## src/hdl/mfh_pkg.sv

```systemverilog
// ----------------------------------------------------------------------------
// mfh_pkg
// Shared constants, types and the finalization mix of the FNV-1a stream hash.
// ----------------------------------------------------------------------------
package mfh_pkg;

   localparam int HASH_W = 32;
   localparam int BYTE_W = 8;

   localparam logic [HASH_W-1:0] FNV_BASIS = 32'd2166136261;
   localparam logic [HASH_W-1:0] FNV_PRIME = 32'd16777619;

   typedef struct packed {
      logic [BYTE_W-1:0] data_byte;
      logic              has_byte;
      logic              first;
      logic              last;
      logic [HASH_W-1:0] seed;
   } item_type;

   typedef struct packed {
      logic              valid;
      logic [HASH_W-1:0] hash;
   } folded_type;

   function automatic logic [HASH_W-1:0] final_mix(input logic [HASH_W-1:0] h);
      logic [HASH_W-1:0] x;
      x = h;
      x = x + (x << 13);
      x = x ^ (x >> 7);
      x = x + (x << 3);
      x = x ^ (x >> 17);
      x = x + (x << 5);
      return x;
   endfunction

endpackage

```

## src/hdl/modified_fnv_hash_stream.sv

```systemverilog
// ----------------------------------------------------------------------------
// modified_fnv_hash_stream
// Streaming 32-bit FNV-1a hash, one byte per transfer, with a final
// shift-add avalanche; one result per message on its last item.
//
//   channel  direction  handshake             payload
//   req      in         req_valid/req_stall   data_byte, has_byte, first, last, seed
//   rsp      out        rsp_valid/rsp_stall   hash_value
//
// One item per cycle while req_stall is low; the running-hash multiply by the
// FNV prime sets the loop that limits the clock. A result becomes valid once its
// last item has passed the input register, the fold register, then the result register.
// Synchronous active-high reset clears all valid flags and the running hash.
// A stalled result holds; one more folded hash waits behind it, and req_stall
// rises only once the next last item sits in the input register. Items
// without last keep flowing meanwhile.
// ----------------------------------------------------------------------------
module modified_fnv_hash_stream (
   input  logic                        clock,
   input  logic                        reset,
   input  logic                        req_valid,
   output logic                        req_stall,
   input  logic [mfh_pkg::BYTE_W-1:0]  req_data_byte,
   input  logic                        req_has_byte,
   input  logic                        req_first,
   input  logic                        req_last,
   input  logic [mfh_pkg::HASH_W-1:0]  req_seed,
   output logic                        rsp_valid,
   input  logic                        rsp_stall,
   output logic [mfh_pkg::HASH_W-1:0]  rsp_hash_value
);
   import mfh_pkg::*;

   logic       in_valid_ff;
   logic       in_valid_in;
   item_type   in_item_ff;
   logic       item_move;
   logic       fold_move;
   logic       fold_free;
   logic       rsp_free;
   logic       req_take;
   folded_type folded;

   assign fold_move = folded.valid && rsp_free;
   assign fold_free = !folded.valid || rsp_free;
   assign item_move = in_valid_ff && (!in_item_ff.last || fold_free);
   assign req_stall = in_valid_ff && !item_move;
   assign req_take  = req_valid && !req_stall;

   always_comb begin
      priority if (req_take) begin
         in_valid_in = 1'b1;
      end else if (item_move) begin
         in_valid_in = 1'b0;
      end else begin
         in_valid_in = in_valid_ff;
      end
   end

   always_ff @(posedge clock) begin
      if (reset) begin
         in_valid_ff <= 1'b0;
      end else begin
         in_valid_ff <= in_valid_in;
      end
      if (req_take) begin
         in_item_ff.data_byte <= req_data_byte;
         in_item_ff.has_byte  <= req_has_byte;
         in_item_ff.first     <= req_first;
         in_item_ff.last      <= req_last;
         in_item_ff.seed      <= req_seed;
      end
   end

   mfh_fold u_fold (
      .clock     (clock),
      .reset     (reset),
      .item_move (item_move),
      .item      (in_item_ff),
      .fold_move (fold_move),
      .folded    (folded)
   );

   mfh_final u_final (
      .clock          (clock),
      .reset          (reset),
      .fold_move      (fold_move),
      .fold_hash      (folded.hash),
      .rsp_stall      (rsp_stall),
      .rsp_valid      (rsp_valid),
      .rsp_hash_value (rsp_hash_value),
      .rsp_free       (rsp_free)
   );

   a_fold_holds: assert property (@(posedge clock) disable iff (reset)
      folded.valid && !rsp_free |=> folded.valid)
      else $error("folded hash dropped while result register was busy");

   a_last_blocked: assert property (@(posedge clock) disable iff (reset)
      in_valid_ff && in_item_ff.last && !fold_free |-> req_stall)
      else $error("input taken while last item could not advance");

   a_fold_to_rsp: assert property (@(posedge clock) disable iff (reset)
      fold_move |=> rsp_valid)
      else $error("folded hash did not reach the result register");

   a_reset_clear: assert property (@(posedge clock)
      !reset && $past(reset) |-> !rsp_valid && !req_stall)
      else $error("pipeline not empty after reset");

endmodule

```

## src/hdl/mfh_fold.sv

```systemverilog
// ----------------------------------------------------------------------------
// mfh_fold
// Running FNV-1a state: loads basis XOR seed on first, folds one byte per
// transfer, and registers the folded hash of a message's last item.
// ----------------------------------------------------------------------------
module mfh_fold (
   input  logic                clock,
   input  logic                reset,
   input  logic                item_move,
   input  mfh_pkg::item_type   item,
   input  logic                fold_move,
   output mfh_pkg::folded_type folded
);
   import mfh_pkg::*;

   logic [HASH_W-1:0] running_hash_ff;
   logic [HASH_W-1:0] running_hash_in;
   logic [HASH_W-1:0] base_hash;
   logic              fold_valid_ff;
   logic              fold_valid_in;
   logic [HASH_W-1:0] fold_hash_ff;
   logic [HASH_W-1:0] fold_hash_in;

   always_comb begin
      base_hash = item.first ? (FNV_BASIS ^ item.seed) : running_hash_ff;
      if (item.has_byte) begin
         running_hash_in = (base_hash ^ {{(HASH_W-BYTE_W){1'b0}}, item.data_byte}) * FNV_PRIME;
      end else begin
         running_hash_in = base_hash;
      end
   end

   always_comb begin
      fold_valid_in = fold_valid_ff;
      fold_hash_in  = fold_hash_ff;
      priority if (item_move && item.last) begin
         fold_valid_in = 1'b1;
         fold_hash_in  = running_hash_in;
      end else if (fold_move) begin
         fold_valid_in = 1'b0;
      end
   end

   always_ff @(posedge clock) begin
      if (reset) begin
         running_hash_ff <= '0;
         fold_valid_ff   <= 1'b0;
      end else begin
         if (item_move) begin
            running_hash_ff <= running_hash_in;
         end
         fold_valid_ff <= fold_valid_in;
      end
      fold_hash_ff <= fold_hash_in;
   end

   assign folded.valid = fold_valid_ff;
   assign folded.hash  = fold_hash_ff;

endmodule

```

## src/hdl/mfh_final.sv

```systemverilog
// ----------------------------------------------------------------------------
// mfh_final
// Applies the shift-add avalanche to a folded hash and holds the result
// register of the response channel.
// ----------------------------------------------------------------------------
module mfh_final (
   input  logic                        clock,
   input  logic                        reset,
   input  logic                        fold_move,
   input  logic [mfh_pkg::HASH_W-1:0]  fold_hash,
   input  logic                        rsp_stall,
   output logic                        rsp_valid,
   output logic [mfh_pkg::HASH_W-1:0]  rsp_hash_value,
   output logic                        rsp_free
);
   import mfh_pkg::*;

   logic              rsp_valid_ff;
   logic              rsp_valid_in;
   logic [HASH_W-1:0] rsp_hash_ff;

   assign rsp_free = !rsp_valid_ff || !rsp_stall;

   always_comb begin
      priority if (fold_move) begin
         rsp_valid_in = 1'b1;
      end else if (!rsp_stall) begin
         rsp_valid_in = 1'b0;
      end else begin
         rsp_valid_in = rsp_valid_ff;
      end
   end

   always_ff @(posedge clock) begin
      if (reset) begin
         rsp_valid_ff <= 1'b0;
      end else begin
         rsp_valid_ff <= rsp_valid_in;
      end
      if (fold_move) begin
         rsp_hash_ff <= final_mix(fold_hash);
      end
   end

   assign rsp_valid      = rsp_valid_ff;
   assign rsp_hash_value = rsp_hash_ff;

endmodule
```

## config.mk

```make
export PLATFORM = sky130hd
export DESIGN_NAME = modified_fnv_hash_stream
export DESIGN_NICKNAME = d
export VERILOG_FILES = /design/src/hdl/mfh_pkg.sv /design/src/hdl/modified_fnv_hash_stream.sv /design/src/hdl/mfh_fold.sv /design/src/hdl/mfh_final.sv
export SDC_FILE = /design/constraint.sdc
export NUM_CORES = 1
export LEC_CHECK = 0
export BUFFER_PORTS_ARGS = -buffer_cell sky130_fd_sc_hd__buf_2
export CORE_MARGIN = 2
export CORE_UTILIZATION = 40
export DETAILED_ROUTE_END_ITERATION = 16
export SYNTH_ARGS = -nofsm -noshare
export SYNTH_HDL_FRONTEND = slang
export SYNTH_HIERARCHICAL = 1
export SYNTH_SLANG_ARGS = --single-unit
```

## constraint.sdc

```tcl
create_clock -name clock -period 11.8 [get_ports clock]
set_clock_uncertainty 0.2 [all_clocks]
set_input_delay 0.59 -clock clock [delete_from_list [all_inputs] [get_ports clock]]
set_output_delay 0.59 -clock clock [all_outputs]
set_load 0.02 [all_outputs]
```

Word-level counts from Yosys, hierarchy flattened
Cells that the tools add are included.

Equal/unequal tests: 1. Multiply operators: 1. $add $sub $neg: 3. Divide/modulo/power cells: 0. Mux-type cells: 8. Shift operators: 0. Reductions and logical operators: 16. Bitwise operators: 4. Magnitude comparators: 0.

Operator list (count): 32-bit adder (3); 32-bit 2-to-1 mux (2); 32-bit by 25-bit multiplier with 32-bit output (second input constant) (1); 32-bit by 15-bit XOR with 32-bit output (1); 32-bit by 25-bit XOR with 32-bit output (1); 32-bit by 8-bit XOR with 32-bit output (1); 14-bit inverter (1); 1-bit logical NOT (6); 1-bit 2-to-1 mux (6); 1-bit logical AND (5); 2-bit nonzero test (2); 1-bit logical OR (3); 2-bit by 1-bit != test with 1-bit output (second input constant) (1).

Bits in latches: 0. Bits in read-only memories: 0. Logic and storage cells: 44. Memories kept: 0. Memory bits (writable): 0. Bits of input ports: 47. Register bits after elaboration: 142. Output and inout port bits: 34.

Depth between registers and ports, before layout
Word-level depth: 10. Depth in mapped cells: 32. Depth with buffers taken out: 32.

Cells and area by module
The synthesis kept the hierarchy.

Modules (own cells, without submodules): mfh_fold (cells an instance 923, seq. area each 1621.6 um^2, instances 1, area each 8745.9 um^2); mfh_final (cells an instance 533, seq. area each 980.9 um^2, instances 1, area each 4870.9 um^2); modified_fnv_hash_stream (cells an instance 52, seq. area each 1311.3 um^2, instances 1, area each 1372.6 um^2).

Least setup slack after synthesis
No wires, ideal clock.

Path type: register to register. From: register u_fold.fold_hash_ff[0]. To: register u_final.rsp_hash_ff[30], in the netlist u_final/rsp_hash_value[30] (data pin). Arrival time: 6.466 ns. Stages on the path, launching flop included: 31. Period minus slack after synthesis: 6.935 ns. Setup slack: 4.865 ns. Library setup time: 0.268 ns. Path buffers: 0. Required time: 11.332 ns. Cells stage by stage: edfxtp_1 > ha_1 > inv_1 > fa_1 > nor2b_1 > o21ai_1 > a21oi_2 > o41ai_1 > a211oi_1 > o21a_1 > o2111a_1 > a211o_1 > xor2_1 > ha_1 > nand3_4 > or3_4 > a211oi_2 > a211oi_2 > o21a_2 > o21ai_2 > xnor2_1 > xor3_2 > xnor2_1 > ha_1 > o211a_1 > a22o_1 > a41o_1 > a2111oi_1 > o21ai_1 > o31ai_2 > o311ai_1.

Word-level cells in the longest chain between the ends: 5.

RTL lines: from (decl) (line mfh_fold.sv:21) `logic [HASH_W-1:0] fold_hash_ff;`; from (signal assigned) (line mfh_fold.sv:54) `fold_hash_ff <= fold_hash_in;`; 32-bit adder (line mfh_pkg.sv:29) `x = x + (x << 13);`; 32-bit by 25-bit XOR with 32-bit output (line mfh_pkg.sv:30) `x = x ^ (x >> 7);`; 32-bit adder (line mfh_pkg.sv:31) `x = x + (x << 3);`; 32-bit by 15-bit XOR with 32-bit output (line mfh_pkg.sv:32) `x = x ^ (x >> 17);`; 32-bit adder (line mfh_pkg.sv:33) `x = x + (x << 5);`; to (signal assigned) (line mfh_final.sv:41) `rsp_hash_ff <= final_mix(fold_hash);`; to (decl) (line mfh_final.sv:20) `logic [HASH_W-1:0] rsp_hash_ff;`.

Every way passes these cells. A chain may end at the register's enable or synchronous reset.

Worst setup path in the final report
From: register u_fold.fold_hash_ff[14]. To: register u_final.rsp_hash_ff[31], in the netlist u_final/rsp_hash_value[31] (data pin).

The elaborated chain is that of the path after synthesis.

==> reports/metrics.yaml <==
critical_path:
  path_delay_family: "compound AO/OA/AOI/OAI gates"
  r2r-end: "u_final/rsp_hash_value[31]$_DFFE_PP_"
  worst-path-buf-inv: 0
  reg2reg_depth: 30
  path_class: "reg -> reg"
  critPathMaxFanout: 6
  cp.arrival_ns: 8.23
  critical-path-slowest-cell: "a221oi_1"
  cp.required_ns: 11.78
  endpoint_kind: "flop"
  timing.rr.start: "u_fold/fold_hash_ff[14]$_DFFE_PP_"
  reg2reg_slack_ns: 3.55
  cp-start-kind: "flop"
  cpPeakStageDelay_ns: 0.58
  cp-startpoint: "u_fold/fold_hash_ff[14]$_DFFE_PP_"
route:
  routed_via_density: 5.25
  wl_per_cell_um: 17.4
  wl_um: 36000
  via_count: 10885
  drcViolationCount: 0
  drt-pass1-iter-count: 5
  ant_nets: 0
  drt_iter0_markers: 620
cts:
  cts_tree: "yes"
  htreeDepth: 4
  clk_transition_reported_paths_ns: 0.07
  cts.sinks: 142
  max-clock-path-buffers: 2
  cts_hold_buf: 0
  numCtsBuffers: 17
  clock-root-buffer: "clkbuf_16"
  worstSkewPairLatency_ns: 0.45
  postCtsSetupBuffers: 0
  ctsResizeCount: 0
grt:
  grt_overflow: 0
  grt_pass1_wl_um: 57500
  grt_pass1_vias: 11020
  track_usage_pct: 19.2
  antenna_found_initial: 0
  grt_max_degree: 63
yosys:
  synth-main-ff-cell: "edfxtp_1"
  synth_edf_count: 107
  seq_area_frac_synth_pct: 26.1
  ys_warn_count: 6
  synthCells: 1508
  syn_area_um2: 15000
  synthesis.nets: 1887
  ys_types: 90
  synth.avg_cell_area_um2: 9.94
  ys_seq_elements: 142
  synth-async-reset-ratio_pct: 0
flow_run:
  drv_cap: 0
sta:
  fmax_mhz: 121
  finalHoldViolCount: 0
  slew_violations: 0
  whs_ns: 0.112
  fin_crit_ns: 8.25
  finalSetupViolCount: 0
  maxSlewHeadroom_pct: 26.0
  rsz0062_at_grt: "false"
  tightest_slew_ns: 1.11
  period_share_pct: 69.9
  tns_ns: 0
die:
  start_util_pct: 40.7
  die_w_um: 198
  dieArea_um2: 39000
  ioPinCount: 81
  coreArea_um2: 36800
  fp.dieH_um: 198
  placementRows: 70
placed_design:
  hpwl_um: 29800
  finalWeightedCongestion: 0.892
  dpl-instance-area_um2: 16000
  port_buffers: 80
hold_path:
  worstHoldEndpoint: "in_item_ff[9]$_DFFE_PP_"
  hp-class: "in -> reg"
  hold_depth: 1
  worst_hold_startpoint: "req_seed[9]"
final_layout:
  layout_common_cells: "255 x ha_1, 215 x inv_1, 107 x edfxtp_1"
  syn_to_final_growth_pct: 10.4
  drive_above_1_share_pct: 11.5
  final_common_cell: "ha_1"
  nets: 1971
  antenna_cells: 0
  design_area_um2: 16500
status:
  status: "completed"
per-stage QoR:
| step | util, % | setup slack (ns) | instances |
|---|---|---|---|
| 3_5_place_dp | 43.4 | 3.70 | 2041 |
| 4_1_cts | 45.0 | 3.58 | 2073 |
| 5_1_grt | 45.0 | 3.03 | 2073 |
| 3_3_place_gp | 43.4 | 3.66 | 2041 |
| 2_1_floorplan | - | 4.87 | 1508 |
| 6_report | 45.0 | 3.55 | 2073 |
routing by layer:
metal | track usage [%] | up-vias | wire [µm]
met5 | 0 | - | 0
met3 | 3.33 | 55 | 1420
li1 | - | 5458 | -
met1 | 23.6 | 5163 | 16000
met2 | 33.5 | 209 | 17500
met4 | 7.18 | 0 | 1080
cell usage after synthesis (all sizes together) (4+ instances only):
cell type | count | area [µm²]
ha | 255 | 3190
inv | 215 | 807
edfxtp | 107 | 3210
nor2 | 105 | 394
a21oi | 102 | 518
xnor2 | 94 | 823
fa | 77 | 1540
nand2 | 63 | 236
o21ai | 62 | 318
xor2 | 56 | 509
a21o | 42 | 317
dfxtp | 35 | 701
mux2 | 23 | 259
mux2i | 23 | 230
o21a | 22 | 166
a211oi | 17 | 153
clkbuf | 17 | 65.1
nor2b | 14 | 95.1
nor3 | 14 | 70.1
nand3 | 12 | 72.6
o21bai | 12 | 90.1
and2 | 10 | 63.8
and3 | 10 | 63.8
buf | 9 | 42.5
a211o | 8 | 70.1
a31oi | 8 | 50.1
nand2b | 8 | 52.6
o211ai | 8 | 60.1
nand4 | 7 | 50.1
or2 | 6 | 37.5
a221oi | 5 | 50.0
a311oi | 5 | 43.8
o31ai | 5 | 47.5
a21boi | 4 | 30.0
layout make-up:
cell class | count | area, µm²
Fill cell | 3537 | 20200
Multi-Input combinational cell | 1125 | 10200
Sequential cell | 142 | 3910
Inverter | 215 | 807
Tap cell | 468 | 586
Timing Repair Buffer | 91 | 483
Clock buffer | 17 | 425
Clock inverter | 15 | 173
how the worst max path moves through the flow:
stage / end / cells after the start
finish: u_final/rsp_hash_value[31]$_DFFE_PP_ / 30
detailed placement: u_final/rsp_hash_value[31]$_DFFE_PP_ / 31
floorplan: u_final/rsp_hash_value[30]$_DFFE_PP_ / 30
global placement: u_final/rsp_hash_value[31]$_DFFE_PP_ / 29
global route: u_final/rsp_hash_value[31]$_DFFE_PP_ / 30
CTS: u_final/rsp_hash_value[31]$_DFFE_PP_ / 29
cells by family (layout without fill, tap and decap cells):
logic type,after synthesis,after routing,share of synthesized area [%]
xor gates and xnor gates,153,153,9.36
adders and majority gates,332,332,31.6
AOI/OAI and AO/OA,334,334,15.2
DFF,142,142,26.1
and+or+nand+nor,260,260,8.36
muxes,46,46,3.26
buffers and inverters,241,338,6.10
registers in the layout, summed over array words and instances, names as in the netlist:
signal                  cells
u_final/rsp_hash_value     32
u_fold/fold_valid_ff        1
u_fold/running_hash_ff     32
u_fold/fold_hash_ff        32
u_final/rsp_valid           1
in_valid_ff                 1
in_item_ff                 43
Power is left out: the tool's default activity adds up to more than one toggle a clock period on the data nets, which glitch-free logic cannot reach.
